$ cat config.mk
export PLATFORM = sky130hd
export DESIGN_NAME = multi_led_blink_controller_flat
export DESIGN_NICKNAME = d
export VERILOG_FILES = /design/src/rtl/mlbc_pkg.sv /design/src/rtl/mlbc_if.sv /design/src/rtl/multi_led_blink_controller.sv /design/src/flat_wrapper.sv
export SDC_FILE = /design/constraint.sdc
export NUM_CORES = 1
export LEC_CHECK = 0
export BUFFER_PORTS_ARGS = -buffer_cell sky130_fd_sc_hd__buf_2
export CAP_MARGIN = 20
export CORE_ASPECT_RATIO = 0.8
export CORE_MARGIN = 2
export CORE_UTILIZATION = 35
export DETAILED_ROUTE_END_ITERATION = 10
export PLACE_DENSITY_LB_ADDON = 0.05
export SLEW_MARGIN = 20
export SYNTH_ARGS = -nofsm -noshare
export SYNTH_HDL_FRONTEND = slang
export SYNTH_SLANG_ARGS = --single-unit
$ cat constraint.sdc
create_clock -name clk -period 6.85 [get_ports clk]
set_clock_uncertainty 0.1 [all_clocks]
set_input_delay 1.0275 -clock clk [delete_from_list [all_inputs] [get_ports clk]]
set_output_delay 1.0275 -clock clk [all_outputs]
set_load 0.01 [all_outputs]
$ cat src/rtl/mlbc_pkg.sv
// Shared widths, defaults and command codes for the multi-LED blink controller.
package mlbc_pkg;

  // Field widths of the command and result transfers.
  localparam int CMD_W    = 3;
  localparam int IDX_W    = 2;
  localparam int SPEED_W  = 2;
  localparam int COUNT_W  = 8;
  localparam int OUT_W    = 3;

  // Configuration port widths.
  localparam int CFG_IDX_W  = 3;
  localparam int CFG_DATA_W = 8;
  localparam int TICKS_W    = 8;

  // Default LED count.
  localparam int NUM_LEDS_DEF = 3;

  // Register reset values.
  localparam logic [TICKS_W-1:0] ON_SLOW_RST  = 8'd5;
  localparam logic [TICKS_W-1:0] OFF_SLOW_RST = 8'd5;
  localparam logic [TICKS_W-1:0] ON_MED_RST   = 8'd3;
  localparam logic [TICKS_W-1:0] OFF_MED_RST  = 8'd3;
  localparam logic [TICKS_W-1:0] FAST_RST     = 8'd1;
  localparam logic               ACT_LOW_RST  = 1'b1;
  localparam logic               EXCL_RST     = 1'b0;

  // Command codes.
  typedef enum logic [CMD_W-1:0] {
    CMD_TICK   = 3'd0,
    CMD_ON     = 3'd1,
    CMD_OFF    = 3'd2,
    CMD_TOGGLE = 3'd3,
    CMD_BLINK  = 3'd4,
    CMD_STOP   = 3'd5
  } cmd_t;

  // Blink speed codes.
  typedef enum logic [SPEED_W-1:0] {
    SPEED_SLOW = 2'd0,
    SPEED_MED  = 2'd1,
    SPEED_FAST = 2'd2
  } speed_t;

  // Configuration register indexes.
  typedef enum logic [CFG_IDX_W-1:0] {
    CFG_ON_SLOW  = 3'd0,
    CFG_OFF_SLOW = 3'd1,
    CFG_ON_MED   = 3'd2,
    CFG_OFF_MED  = 3'd3,
    CFG_FAST     = 3'd4,
    CFG_ACT_LOW  = 3'd5,
    CFG_EXCL     = 3'd6
  } cfg_idx_t;

  // One result item.
  typedef struct packed {
    logic [OUT_W-1:0] lit_mask;
    logic [OUT_W-1:0] pin_levels;
    logic [OUT_W-1:0] blinking_mask;
  } res_t;

endpackage

$ cat src/rtl/mlbc_if.sv
// Valid/ready channel interfaces for commands and results.
interface mlbc_cmd_if;
  import mlbc_pkg::*;

  logic               valid;
  logic               ready;
  logic [CMD_W-1:0]   cmd;
  logic [IDX_W-1:0]   led_index;
  logic [SPEED_W-1:0] blink_speed;
  logic [COUNT_W-1:0] blink_count;

  modport source (output valid, cmd, led_index, blink_speed, blink_count, input ready);
  modport sink   (input valid, cmd, led_index, blink_speed, blink_count, output ready);
endinterface

interface mlbc_res_if;
  import mlbc_pkg::*;

  logic             valid;
  logic             ready;
  logic [OUT_W-1:0] lit_mask;
  logic [OUT_W-1:0] pin_levels;
  logic [OUT_W-1:0] blinking_mask;

  modport source (output valid, lit_mask, pin_levels, blinking_mask, input ready);
  modport sink   (input valid, lit_mask, pin_levels, blinking_mask, output ready);
endinterface

$ cat src/rtl/multi_led_blink_controller.sv
// Top level of the multi-LED blink controller: command decode, per-LED timers and result buffer.
// The block takes one command per clock cycle while the result buffer has room. All per-LED timer
// and lit-state updates for a command happen in the cycle of its transfer, and the result (lit mask,
// pin levels and blinking mask as they stand after the command) is presented on the result channel
// once it reaches the head entry. A two-entry result buffer sits between the command logic and the
// result channel, so one further command is taken while a result waits; commands are held off only
// when both entries are full. A tick advances every blinking LED by one tick; LEDs are processed in
// index order, which matters in exclusive mode, where an LED that lights darkens all others.
// Configuration registers take effect on the next command and must be written while idle.
module multi_led_blink_controller #(
  parameter int NUM_LEDS = mlbc_pkg::NUM_LEDS_DEF
) (
  input  logic                             clk,
  input  logic                             rst_n,
  input  logic                             cfg_wen,
  input  logic [mlbc_pkg::CFG_IDX_W-1:0]   cfg_index,
  input  logic [mlbc_pkg::CFG_DATA_W-1:0]  cfg_wdata,
  mlbc_cmd_if.sink                         in_if,
  mlbc_res_if.source                       out_if
);
  import mlbc_pkg::*;

  localparam int EXT_W = (NUM_LEDS > OUT_W) ? NUM_LEDS : OUT_W;

  // Configuration registers.
  logic [TICKS_W-1:0] on_slow_r, off_slow_r, on_med_r, off_med_r, fast_r;
  logic               act_low_r, excl_r;

  // Per-LED blink state.
  logic [NUM_LEDS-1:0] lit_r, lit_nxt;
  logic [NUM_LEDS-1:0] endless_r, endless_nxt;
  logic [NUM_LEDS-1:0] phase_r, phase_nxt;
  logic [TICKS_W-1:0]  on_cnt_r   [NUM_LEDS];
  logic [TICKS_W-1:0]  on_cnt_nxt [NUM_LEDS];
  logic [TICKS_W-1:0]  off_cnt_r  [NUM_LEDS];
  logic [TICKS_W-1:0]  off_cnt_nxt[NUM_LEDS];
  logic [COUNT_W-1:0]  flash_r    [NUM_LEDS];
  logic [COUNT_W-1:0]  flash_nxt  [NUM_LEDS];
  logic [TICKS_W-1:0]  on_rel_r   [NUM_LEDS];
  logic [TICKS_W-1:0]  on_rel_nxt [NUM_LEDS];
  logic [TICKS_W-1:0]  off_rel_r  [NUM_LEDS];
  logic [TICKS_W-1:0]  off_rel_nxt[NUM_LEDS];

  // Result buffer: head entry drives the port, skid entry catches one more transfer.
  res_t out_r, skid_r, res_nxt;
  logic out_valid_r, skid_valid_r;

  logic                accept, pop, head_free, idx_ok;
  logic [NUM_LEDS-1:0] sel, stop_vec, blink_now, pin_vec;
  logic [EXT_W-1:0]    lit_ext, pin_ext, blink_ext;

  assign in_if.ready = !skid_valid_r;
  assign accept      = in_if.valid && in_if.ready;
  assign pop         = out_valid_r && out_if.ready;
  assign head_free   = !out_valid_r || pop;
  assign idx_ok      = int'(in_if.led_index) < NUM_LEDS;

  // Configuration writes.
  always_ff @(posedge clk) begin
    if (!rst_n) begin
      on_slow_r  <= ON_SLOW_RST;
      off_slow_r <= OFF_SLOW_RST;
      on_med_r   <= ON_MED_RST;
      off_med_r  <= OFF_MED_RST;
      fast_r     <= FAST_RST;
      act_low_r  <= ACT_LOW_RST;
      excl_r     <= EXCL_RST;
    end else if (cfg_wen) begin
      unique case (cfg_idx_t'(cfg_index))
        CFG_ON_SLOW:  on_slow_r  <= cfg_wdata[TICKS_W-1:0];
        CFG_OFF_SLOW: off_slow_r <= cfg_wdata[TICKS_W-1:0];
        CFG_ON_MED:   on_med_r   <= cfg_wdata[TICKS_W-1:0];
        CFG_OFF_MED:  off_med_r  <= cfg_wdata[TICKS_W-1:0];
        CFG_FAST:     fast_r     <= cfg_wdata[TICKS_W-1:0];
        CFG_ACT_LOW:  act_low_r  <= cfg_wdata[0];
        CFG_EXCL:     excl_r     <= cfg_wdata[0];
        default: ;
      endcase
    end
  end

  // Decode of the addressed LED.
  always_comb begin
    for (int i = 0; i < NUM_LEDS; i++) begin
      sel[i] = idx_ok && (i == int'(in_if.led_index));
    end
  end

  // Next state for one command. LEDs are visited in index order so that exclusive
  // lighting during a tick darkens earlier LEDs as well.
  always_comb begin
    lit_nxt     = lit_r;
    endless_nxt = endless_r;
    phase_nxt   = phase_r;
    on_cnt_nxt  = on_cnt_r;
    off_cnt_nxt = off_cnt_r;
    flash_nxt   = flash_r;
    on_rel_nxt  = on_rel_r;
    off_rel_nxt = off_rel_r;
    stop_vec    = '0;

    unique case (in_if.cmd)
      CMD_TICK: begin
        for (int i = 0; i < NUM_LEDS; i++) begin
          if (on_rel_r[i] != '0 || off_rel_r[i] != '0) begin
            if (!phase_r[i] && off_cnt_r[i] == '0) begin
              if (endless_r[i] || flash_r[i] != '0) begin
                // Start of a flash.
                phase_nxt[i] = 1'b1;
                if (excl_r) begin
                  lit_nxt = '0;
                end
                lit_nxt[i]     = 1'b1;
                on_cnt_nxt[i]  = on_rel_r[i] - 8'd1;
                off_cnt_nxt[i] = off_rel_r[i];
                if (!endless_r[i]) begin
                  flash_nxt[i] = flash_r[i] - 8'd1;
                end
              end else begin
                stop_vec[i] = 1'b1;
              end
            end else if (phase_r[i]) begin
              if (on_cnt_r[i] != '0) begin
                on_cnt_nxt[i] = on_cnt_r[i] - 8'd1;
              end else begin
                phase_nxt[i]   = 1'b0;
                lit_nxt[i]     = 1'b0;
                off_cnt_nxt[i] = off_cnt_r[i] - 8'd1;
              end
            end else begin
              off_cnt_nxt[i] = off_cnt_r[i] - 8'd1;
            end
          end
        end
      end
      CMD_ON: begin
        if (idx_ok) begin
          lit_nxt = (excl_r ? '0 : lit_r) | sel;
        end
      end
      CMD_OFF: begin
        lit_nxt = lit_r & ~sel;
      end
      CMD_TOGGLE: begin
        if ((lit_r & sel) != '0) begin
          lit_nxt = lit_r & ~sel;
        end else if (idx_ok) begin
          lit_nxt = (excl_r ? '0 : lit_r) | sel;
        end
      end
      CMD_BLINK: begin
        for (int i = 0; i < NUM_LEDS; i++) begin
          if (sel[i]) begin
            // A running sequence on the addressed LED is stopped before the restart.
            lit_nxt[i]     = 1'b0;
            endless_nxt[i] = (in_if.blink_count == '0);
            flash_nxt[i]   = in_if.blink_count;
            phase_nxt[i]   = 1'b0;
            on_cnt_nxt[i]  = '0;
            off_cnt_nxt[i] = '0;
            if (on_rel_r[i] != '0 && off_rel_r[i] != '0) begin
              on_rel_nxt[i]  = '0;
              off_rel_nxt[i] = '0;
            end
            unique case (in_if.blink_speed)
              SPEED_SLOW: begin
                on_rel_nxt[i]  = on_slow_r;
                off_rel_nxt[i] = off_slow_r;
              end
              SPEED_MED: begin
                on_rel_nxt[i]  = on_med_r;
                off_rel_nxt[i] = off_med_r;
              end
              SPEED_FAST: begin
                on_rel_nxt[i]  = fast_r;
                off_rel_nxt[i] = fast_r;
              end
              default: ;
            endcase
          end else if (idx_ok && excl_r && on_rel_r[i] != '0 && off_rel_r[i] != '0) begin
            stop_vec[i] = 1'b1;
          end
        end
      end
      CMD_STOP: begin
        stop_vec = sel;
      end
      default: ;
    endcase

    // Stopping a sequence clears its lane and darkens the LED.
    for (int i = 0; i < NUM_LEDS; i++) begin
      if (stop_vec[i]) begin
        lit_nxt[i]     = 1'b0;
        endless_nxt[i] = 1'b0;
        phase_nxt[i]   = 1'b0;
        on_cnt_nxt[i]  = '0;
        off_cnt_nxt[i] = '0;
        flash_nxt[i]   = '0;
        on_rel_nxt[i]  = '0;
        off_rel_nxt[i] = '0;
      end
    end
  end

  // Result of the command, taken from the updated state.
  always_comb begin
    for (int i = 0; i < NUM_LEDS; i++) begin
      blink_now[i] = (on_rel_r[i] != '0) || (off_rel_r[i] != '0);
    end
    pin_vec   = act_low_r ? ~lit_nxt : lit_nxt;
    lit_ext   = EXT_W'(lit_nxt);
    pin_ext   = EXT_W'(pin_vec);
    blink_ext = '0;
    for (int i = 0; i < NUM_LEDS; i++) begin
      blink_ext[i] = (on_rel_nxt[i] != '0) || (off_rel_nxt[i] != '0);
    end
    res_nxt.lit_mask      = lit_ext[OUT_W-1:0];
    res_nxt.pin_levels    = pin_ext[OUT_W-1:0];
    res_nxt.blinking_mask = blink_ext[OUT_W-1:0];
  end

  // Blink state registers, updated on each command transfer.
  always_ff @(posedge clk) begin
    if (!rst_n) begin
      lit_r     <= '0;
      endless_r <= '0;
      phase_r   <= '0;
      for (int i = 0; i < NUM_LEDS; i++) begin
        on_cnt_r[i]  <= '0;
        off_cnt_r[i] <= '0;
        flash_r[i]   <= '0;
        on_rel_r[i]  <= '0;
        off_rel_r[i] <= '0;
      end
    end else if (accept) begin
      lit_r     <= lit_nxt;
      endless_r <= endless_nxt;
      phase_r   <= phase_nxt;
      on_cnt_r  <= on_cnt_nxt;
      off_cnt_r <= off_cnt_nxt;
      flash_r   <= flash_nxt;
      on_rel_r  <= on_rel_nxt;
      off_rel_r <= off_rel_nxt;
    end
  end

  // Two-entry result buffer.
  always_ff @(posedge clk) begin
    if (!rst_n) begin
      out_valid_r  <= 1'b0;
      skid_valid_r <= 1'b0;
    end else if (skid_valid_r) begin
      if (pop) begin
        out_r        <= skid_r;
        skid_valid_r <= 1'b0;
      end
    end else if (accept) begin
      if (head_free) begin
        out_r       <= res_nxt;
        out_valid_r <= 1'b1;
      end else begin
        skid_r       <= res_nxt;
        skid_valid_r <= 1'b1;
      end
    end else if (pop) begin
      out_valid_r <= 1'b0;
    end
  end

  assign out_if.valid         = out_valid_r;
  assign out_if.lit_mask      = out_r.lit_mask;
  assign out_if.pin_levels    = out_r.pin_levels;
  assign out_if.blinking_mask = out_r.blinking_mask;

  // The skid entry is only ever filled behind a full head entry.
  a_skid_behind_head: assert property (@(posedge clk) disable iff (!rst_n)
    skid_valid_r |-> out_valid_r)
    else $error("skid entry valid while head entry empty");

  // Every command transfer leaves a result waiting.
  a_result_after_cmd: assert property (@(posedge clk) disable iff (!rst_n)
    accept |=> out_valid_r)
    else $error("command transfer produced no result");

  // An LED is only in its on phase while a blink sequence is active.
  a_phase_needs_blink: assert property (@(posedge clk) disable iff (!rst_n)
    (phase_r & ~blink_now) == '0)
    else $error("on phase on an LED that is not blinking");

  // A full skid entry is neither lost nor overwritten until the head entry is popped.
  a_no_overrun: assert property (@(posedge clk) disable iff (!rst_n)
    (skid_valid_r && !pop) |=> skid_valid_r && $stable(skid_r))
    else $error("skid entry lost or overwritten");

endmodule
$ cat src/flat_wrapper.sv
// flat-port wrapper written by rule: the top's interface ports become plain ports
module multi_led_blink_controller_flat import mlbc_pkg::*;
#(
  parameter int NUM_LEDS = mlbc_pkg::NUM_LEDS_DEF
)
  (clk, rst_n, cfg_wen, cfg_index, cfg_wdata, in_if_valid, in_if_cmd, in_if_led_index, in_if_blink_speed, in_if_blink_count, in_if_ready, out_if_valid, out_if_lit_mask, out_if_pin_levels, out_if_blinking_mask, out_if_ready);
  mlbc_cmd_if in_if_i ();
  mlbc_res_if out_if_i ();
  input  logic clk;
  input  logic rst_n;
  input  logic cfg_wen;
  input  logic [mlbc_pkg::CFG_IDX_W-1:0] cfg_index;
  input  logic [mlbc_pkg::CFG_DATA_W-1:0] cfg_wdata;
  input wire logic [$bits(in_if_i.valid)-1:0] in_if_valid;
  input wire logic [$bits(in_if_i.cmd)-1:0] in_if_cmd;
  input wire logic [$bits(in_if_i.led_index)-1:0] in_if_led_index;
  input wire logic [$bits(in_if_i.blink_speed)-1:0] in_if_blink_speed;
  input wire logic [$bits(in_if_i.blink_count)-1:0] in_if_blink_count;
  output wire logic [$bits(in_if_i.ready)-1:0] in_if_ready;
  output wire logic [$bits(out_if_i.valid)-1:0] out_if_valid;
  output wire logic [$bits(out_if_i.lit_mask)-1:0] out_if_lit_mask;
  output wire logic [$bits(out_if_i.pin_levels)-1:0] out_if_pin_levels;
  output wire logic [$bits(out_if_i.blinking_mask)-1:0] out_if_blinking_mask;
  input wire logic [$bits(out_if_i.ready)-1:0] out_if_ready;
  assign in_if_i.valid = in_if_valid;
  assign in_if_i.cmd = in_if_cmd;
  assign in_if_i.led_index = in_if_led_index;
  assign in_if_i.blink_speed = in_if_blink_speed;
  assign in_if_i.blink_count = in_if_blink_count;
  assign in_if_ready = in_if_i.ready;
  assign out_if_valid = out_if_i.valid;
  assign out_if_lit_mask = out_if_i.lit_mask;
  assign out_if_pin_levels = out_if_i.pin_levels;
  assign out_if_blinking_mask = out_if_i.blinking_mask;
  assign out_if_i.ready = out_if_ready;
  multi_led_blink_controller #(.NUM_LEDS(NUM_LEDS)) u_core (.clk(clk), .rst_n(rst_n), .cfg_wen(cfg_wen), .cfg_index(cfg_index), .cfg_wdata(cfg_wdata), .in_if(in_if_i), .out_if(out_if_i));
endmodule
==> out/qor.yml, run 1 <==
die:
  die_w_um: 205
  die_h_um: 165
  rows: 58
  start_util_pct: 35.8
  die_area_sq_um: 33800
  core_area_sq_um: 31600
  ioPinCount: 42
synthesis:
  post-synth-top-area-fraction_pct: 30.6
  yosysWarnings: 0
  ys_seq_area_share_pct: 35.4
  yosys.area.top_type: "dfxtp_1"
  synthCells: 1503
  synth_commonest_cells: "nand2_1 (209), a21oi_1 (186), dfxtp_1 (173), nor2_1 (172), o21ai_0 (89)"
  ys_top_cells_by_area: "dfxtp_1 (31%), a21oi_1 (8.2%), nand2_1 (6.9%)"
  ys_ff_latch: 191
  yosysMostFrequentCell: "nand2_1"
  syn-num-nets: 1546
  synth.distinct_cells: 82
  ys_async_sr_fraction_pct: 0
  syn_avg_cell_area_sq_um: 7.53
  synth_flop_cell: "dfxtp_1"
  synth_edf_count: 18
  synthesis.area_sq_um: 11300
clock_tree:
  htree_levels: 4
  cts_sinks: 191
  cts_hold_buf: 0
  cts_resized: 0
  numCtsBuffers: 17
  clk_pin_slew_ps: 80
  clk_latency_ps: 460
  root_buffer: "clkbuf_16"
  cts_tree: "done"
  cts_setup_buffers: 0
  ctsLongestPathBuffers: 2
final_layout:
  final_core_util_pct: 39.1
  area_growth_pct: 9.15
  regArea_sq_um: 4000
  drive_above_1_share_pct: 9.10
  nets: 1525
  n_antenna_cell: 0
  fill_cells: 3417
  multi_input_area_sq_um: 6820
job:
  maxCapViolCount: 0
route:
  vias: 11182
  viasPerCell: 5.84
  highest_layer: "met5"
  drc_errors: 0
  routedWlPerCell_um: 20.9
  wl_met1_um: 20200
  drt-total-wl_um: 40000
  wl_met3_um: 2790
  routed-wl-met2_um: 16400
  drt_iter0_markers: 1003
  drt-pass1-iter-count: 6
  ant_nets: 0
setup_path:
  worstSetupEndpointType: "flop"
  start_kind: "input pin"
  crit_path_max_incr_delay_ps: 780
  path_buf_inv: 1
  crit_type: "in2reg"
  cp_top_family: "simple AND/OR/NAND/NOR gates"
  rrSetupSlack_ps: 2860
  slowest_stage: "or3b_2"
  required_ps: 6960
  crit_fanout: 29
  cp.arrival_ps: 4200
  crit_chain: "buf_2 -> or3b_2 -> nor2_1 -> o21ai_0 -> a22oi_1 -> nand4_1 -> nor4_1 -> a31oi_1 -> mux2_2"
placement:
  numPortBuffers: 41
  dp.final_hpwl_um: 28900
  place.gp.congestion: 0.903
timing:
  max_slew_margin_pct: 29.3
  worst-slew-pin-transition_ps: 1050
  setup_violations: 0
  max_freq_mhz: 245
  rsz0062_at_grt: "false"
  finalCritPeriodShare_pct: 59.7
  final_max_slew_viol_count: 0
  hold_viol: 0
  fin_crit_ps: 4090
  finalSetupTns_ps: 0
power_and_ir_drop:
  vdd_drop_max_mv: 0.162
  p_leak_nw: 4.39
  power_density_nw_per_um2: 213
min_path:
  hp-class: "reg2reg"
grt:
  grt_max_degree: 76
  grt-ovfl-total: 0
  antenna_found_initial: 1
  grt_pass1_wl_um: 62500
  first_global_vias: 10263
  grt_use_total_pct: 24.0
outcome:
  status: "complete, no violations"
## path summary, 6_finish.rpt
kind,from,endpoint,depth (start not counted)
worst max-delay path,in_if_cmd[2],u_core.out_if.blinking_mask[2],9
worst min-delay path,u_core.off_med_r[6],u_core.off_med_r[6],2
worst max register to register,u_core.off_cnt_r[0],u_core.flash_r[0],10
worst min register to register,u_core.off_med_r[6],u_core.off_med_r[6],2
## routing by layer
metal,vias to the layer above,track usage (%)
met1,5328,36.4
met5,-,0
met4,2,5.62
met2,376,34.2
met3,38,4.97
li1,5438,-
## stage by stage
stage,instances,power (W),hold slack (ps),cell area (sq um),setup slack (ps)
finish,1915,0.00264,354,12400,2760
detailed placement,1883,0.00165,344,11800,2340
CTS,1915,0.00266,356,12400,2830
global placement,1883,0.00166,338,11800,2520
floorplan,1503,0.00151,333,11300,3180
global route,1915,0.00275,379,12400,2470
## sequential cells by signal (all words and copies together) (netlist names), 3 cells and up
register,count
u_core.endless_r,3
u_core.off_med_r,8
u_core.flash_r,24
u_core.on_med_r,8
u_core.fast_r,8
u_core.lit_r,3
u_core.on_slow_r,8
u_core.off_slow_r,8
u_core.out_if.pin_levels,3
u_core.out_if.lit_mask,3
u_core.out_if.blinking_mask,3
u_core.phase_r,3
u_core.off_cnt_r,24
u_core.on_rel_r,24
u_core.skid_r,9
u_core.off_rel_r,24
u_core.on_cnt_r,24
## area by class of cell
cell class                 count  share of cell area [%]
sequential                   191                    32.4
clock buffer                  19                    3.66
timing repair buffer          53                    2.39
inverter                      39                    1.20
clock inverter                13                   0.962
tap                          420                    4.25
multi-input combinational   1180                    55.1
## worst reg2reg max path: cells and delay by family, from the launching register on
kind / cells / cell delay [ps]
flops: 1 / 370
compound gates: 2 / 380
buf+inv: 1 / 100
simple gates: 6 / 2680
fa+ha+maj: 1 / 270
## cell families after synthesis
| kind of cell | Yosys count | share of synthesized area [%] |
|---|---|---|
| simple gates | 609 | 25.2 |
| xor+xnor | 42 | 3.25 |
| buf+inv | 132 | 4.55 |
| fa+ha+maj | 12 | 1.33 |
| mux | 43 | 4.05 |
| flops | 191 | 35.4 |
| compound gates | 474 | 26.2 |
## power by group
group	switching (W)	leakage, nW	internal (W)
Sequential	0.0000293	1.57	0.00116
Combinational	0.000300	2.54	0.000146
Clock	0.000503	0.277	0.000499
## layout by cell type (no fill, tap or decap), types with 7 or more instances in the layout
cell	synthesis	routed
nand3_1	27	27
a21oi_1	186	186
mux2_2	23	23
xor2_1	15	15
o2111ai_1	13	13
nand4_1	12	12
a21o_1	8	8
nand2_1	209	208
o22ai_1	16	16
o22a_1	12	12
or4_1	9	9
nor2_1	172	172
dfxtp_1	173	173
a2111oi_0	14	14
a31oi_1	13	13
ha_1	12	12
o31ai_1	7	7
o211ai_1	10	10
nor3_1	44	44
inv_1	38	37
xnor2_1	27	27
o21ai_0	89	88
clkbuf_16	0	17
and2_1	15	15
a22oi_1	36	36
or2_2	8	8
or3_1	19	19
and3_1	8	8
a211oi_1	8	8
buf_2	3	41
nor2b_1	14	13
edfxtp_1	18	18
buf_4	0	12
nand2b_1	11	11
mux2i_1	20	20
nor4_1	29	29
Note: power is estimated with default switching activity, not from simulation.
==> run 2: changes to the inputs <==
Settings changed: ABC_AREA from default to 1.
Clock period 6.85 ns to 4.3 ns, I/O delays scaled along.
==> out/qor.yml, run 2 <==
outcome:
  status: "complete, no violations"
clock_tree:
  cts_tree: "done"
  clk_pin_slew_ps: 80
  cts_resized: 0
  clk_latency_ps: 460
  cts_setup_buffers: 0
  cts_sinks: 191
  cts_hold_buf: 0
  ctsLongestPathBuffers: 2
  htree_levels: 4
  root_buffer: "clkbuf_16"
  numCtsBuffers: 17
synthesis:
  post-synth-top-area-fraction_pct: 28.9
  ys_seq_area_share_pct: 33.4
  syn_avg_cell_area_sq_um: 6.37
  synth_commonest_cells: "nand2_1 (482), nor2_1 (270), dfxtp_1 (173), inv_1 (170), o21ai_0 (160)"
  synth_edf_count: 18
  ys_ff_latch: 191
  synthCells: 1882
  synth_flop_cell: "dfxtp_1"
  synthesis.area_sq_um: 12000
  syn-num-nets: 1925
  synth.distinct_cells: 57
  yosysWarnings: 0
  yosys.area.top_type: "dfxtp_1"
  yosysMostFrequentCell: "nand2_1"
  ys_async_sr_fraction_pct: 0
  ys_top_cells_by_area: "dfxtp_1 (29%), nand2_1 (15%), nor2_1 (8.5%)"
setup_path:
  start_kind: "input pin"
  crit_fanout: 29
  required_ps: 4560
  worstReg2RegStart: "u_core.off_cnt_r[0]"
  cp.arrival_ps: 3380
  crit_type: "in2reg"
  worstSetupEndpointType: "flop"
  startpoint: "in_if_cmd[1]"
placement:
  dpl_cell_area_sq_um: 12500
  pre_cts_ws_ps: 733
  place.gp.congestion: 0.901
  dp.final_hpwl_um: 29300
  numPortBuffers: 41
final_layout:
  drive_above_1_share_pct: 9.21
  area_growth_pct: 9.30
  final_common_cell: "nand2_1"
  final_cell_area_sq_um: 13100
  nets: 1931
  n_antenna_cell: 0
  final_cell_mix: "nand2_1 (482), nor2_1 (269), dfxtp_1 (173)"
die:
  die_area_sq_um: 35800
  core_area_sq_um: 33700
  rows: 60
  die_w_um: 211
  start_util_pct: 35.6
  ioPinCount: 42
  die_h_um: 170
power_and_ir_drop:
  vdd_drop_max_mv: 0.263
  power_density_nw_per_um2: 420
  p_leak_nw: 5.77
  clock_power_share_pct: 30.6
  p_sw_share_pct: 38.2
  intPower_w: 0.00341
  p_switching_w: 0.00210
  power.share.combinational_pct: 32.9
  pwr-share-seq_pct: 36.6
timing:
  rsz0062_at_grt: "false"
  max_slew_margin_pct: 29.4
  fin_crit_ps: 3120
  finalCritPeriodShare_pct: 72.6
  setup_violations: 0
  final_max_slew_viol_count: 0
  max_freq_mhz: 320
  setup_slack_ps: 1180
  finalHoldWorstSlack_ps: 359
  hold_viol: 0
  finalSetupTns_ps: 0
  worst-slew-pin-transition_ps: 1050
route:
  drt-total-wl_um: 39900
  viasPerCell: 5.12
  routedWlPerCell_um: 17.1
  drt-pass1-iter-count: 6
  drt_iter0_markers: 1009
  drc_errors: 0
  vias: 11949
  ant_nets: 0
job:
  maxCapViolCount: 0
grt:
  antenna_found_initial: 0
  grt-ovfl-total: 0
  grt_use_total_pct: 22.8
  grt_pass1_wl_um: 63000
  grt_max_degree: 56
  first_global_vias: 10929
min_path:
  holdCritStartpoint: "u_core.on_med_r[2]"
  hp-class: "reg2reg"
[run 2: final cells by class]
cell class,instances,area (sq um)
flip-flops and latches,191,4000
repair buffers,64,380
well taps,434,543
clock inverters,14,168
inverters,185,697
multi-input cells,1429,6880
clock buffers,18,429
fillers,3660,20600
[run 2: path summary, 6_finish.rpt]
check	end	slack (ps)	depth (start not counted)
worst min-delay path	u_core.on_med_r[2]	360	2
worst max register to register	u_core.flash_r[5]	1290	13
worst max-delay path	u_core.flash_r[11]	1180	12
worst min register to register	u_core.on_med_r[2]	360	2
[run 2: power groups by stage]
stage	Combinational [W]	Sequential (W)	Clock (W)
global placement	0.00180	0.00205	0
CTS	0.00181	0.00201	0.00173
detailed placement	0.00179	0.00205	0
global route	0.00206	0.00203	0.00180
floorplan	0.00141	0.00202	0
finish	0.00181	0.00201	0.00168
[run 2: worst max-delay path, stage by stage]
cell	delay [ps]
buf_2	150
nor2_4	90
nand2_2	580
inv_4	240
nand3_2	190
nand2_2	80
nor2b_4	430
nand2_2	140
nand3_1	350
inv_1	210
o21ai_0	190
nor2_1	50
[run 2: cells by family (layout without fill, tap and decap cells)]
logic type	after synthesis	in the layout	share of synthesized area (%)
compound gates	407	407	18.7
fa+ha+maj	12	12	1.25
simple gates	980	980	35.2
flops	191	191	33.4
xor+xnor	30	30	2.19
buf+inv	262	281	9.22
[run 2: routing by layer]
layer | up-vias | wire length, um | global-route usage, %
met2 | 271 | 16900 | 34.9
met3 | 34 | 2330 | 4.81
met5 | - | 0 | 0
li1 | 6160 | - | -
met4 | 0 | 509 | 4.72
met1 | 5484 | 20100 | 32.8
[run 2: through the flow]
step                std cells  util [%]  total power (W)
floorplan                1882         -          0.00343
detailed placement       2303      37.1          0.00385
finish                   2335      38.9          0.00551
CTS                      2335      38.9          0.00555
global placement         2303      37.1          0.00385
global route             2335      38.9          0.00589
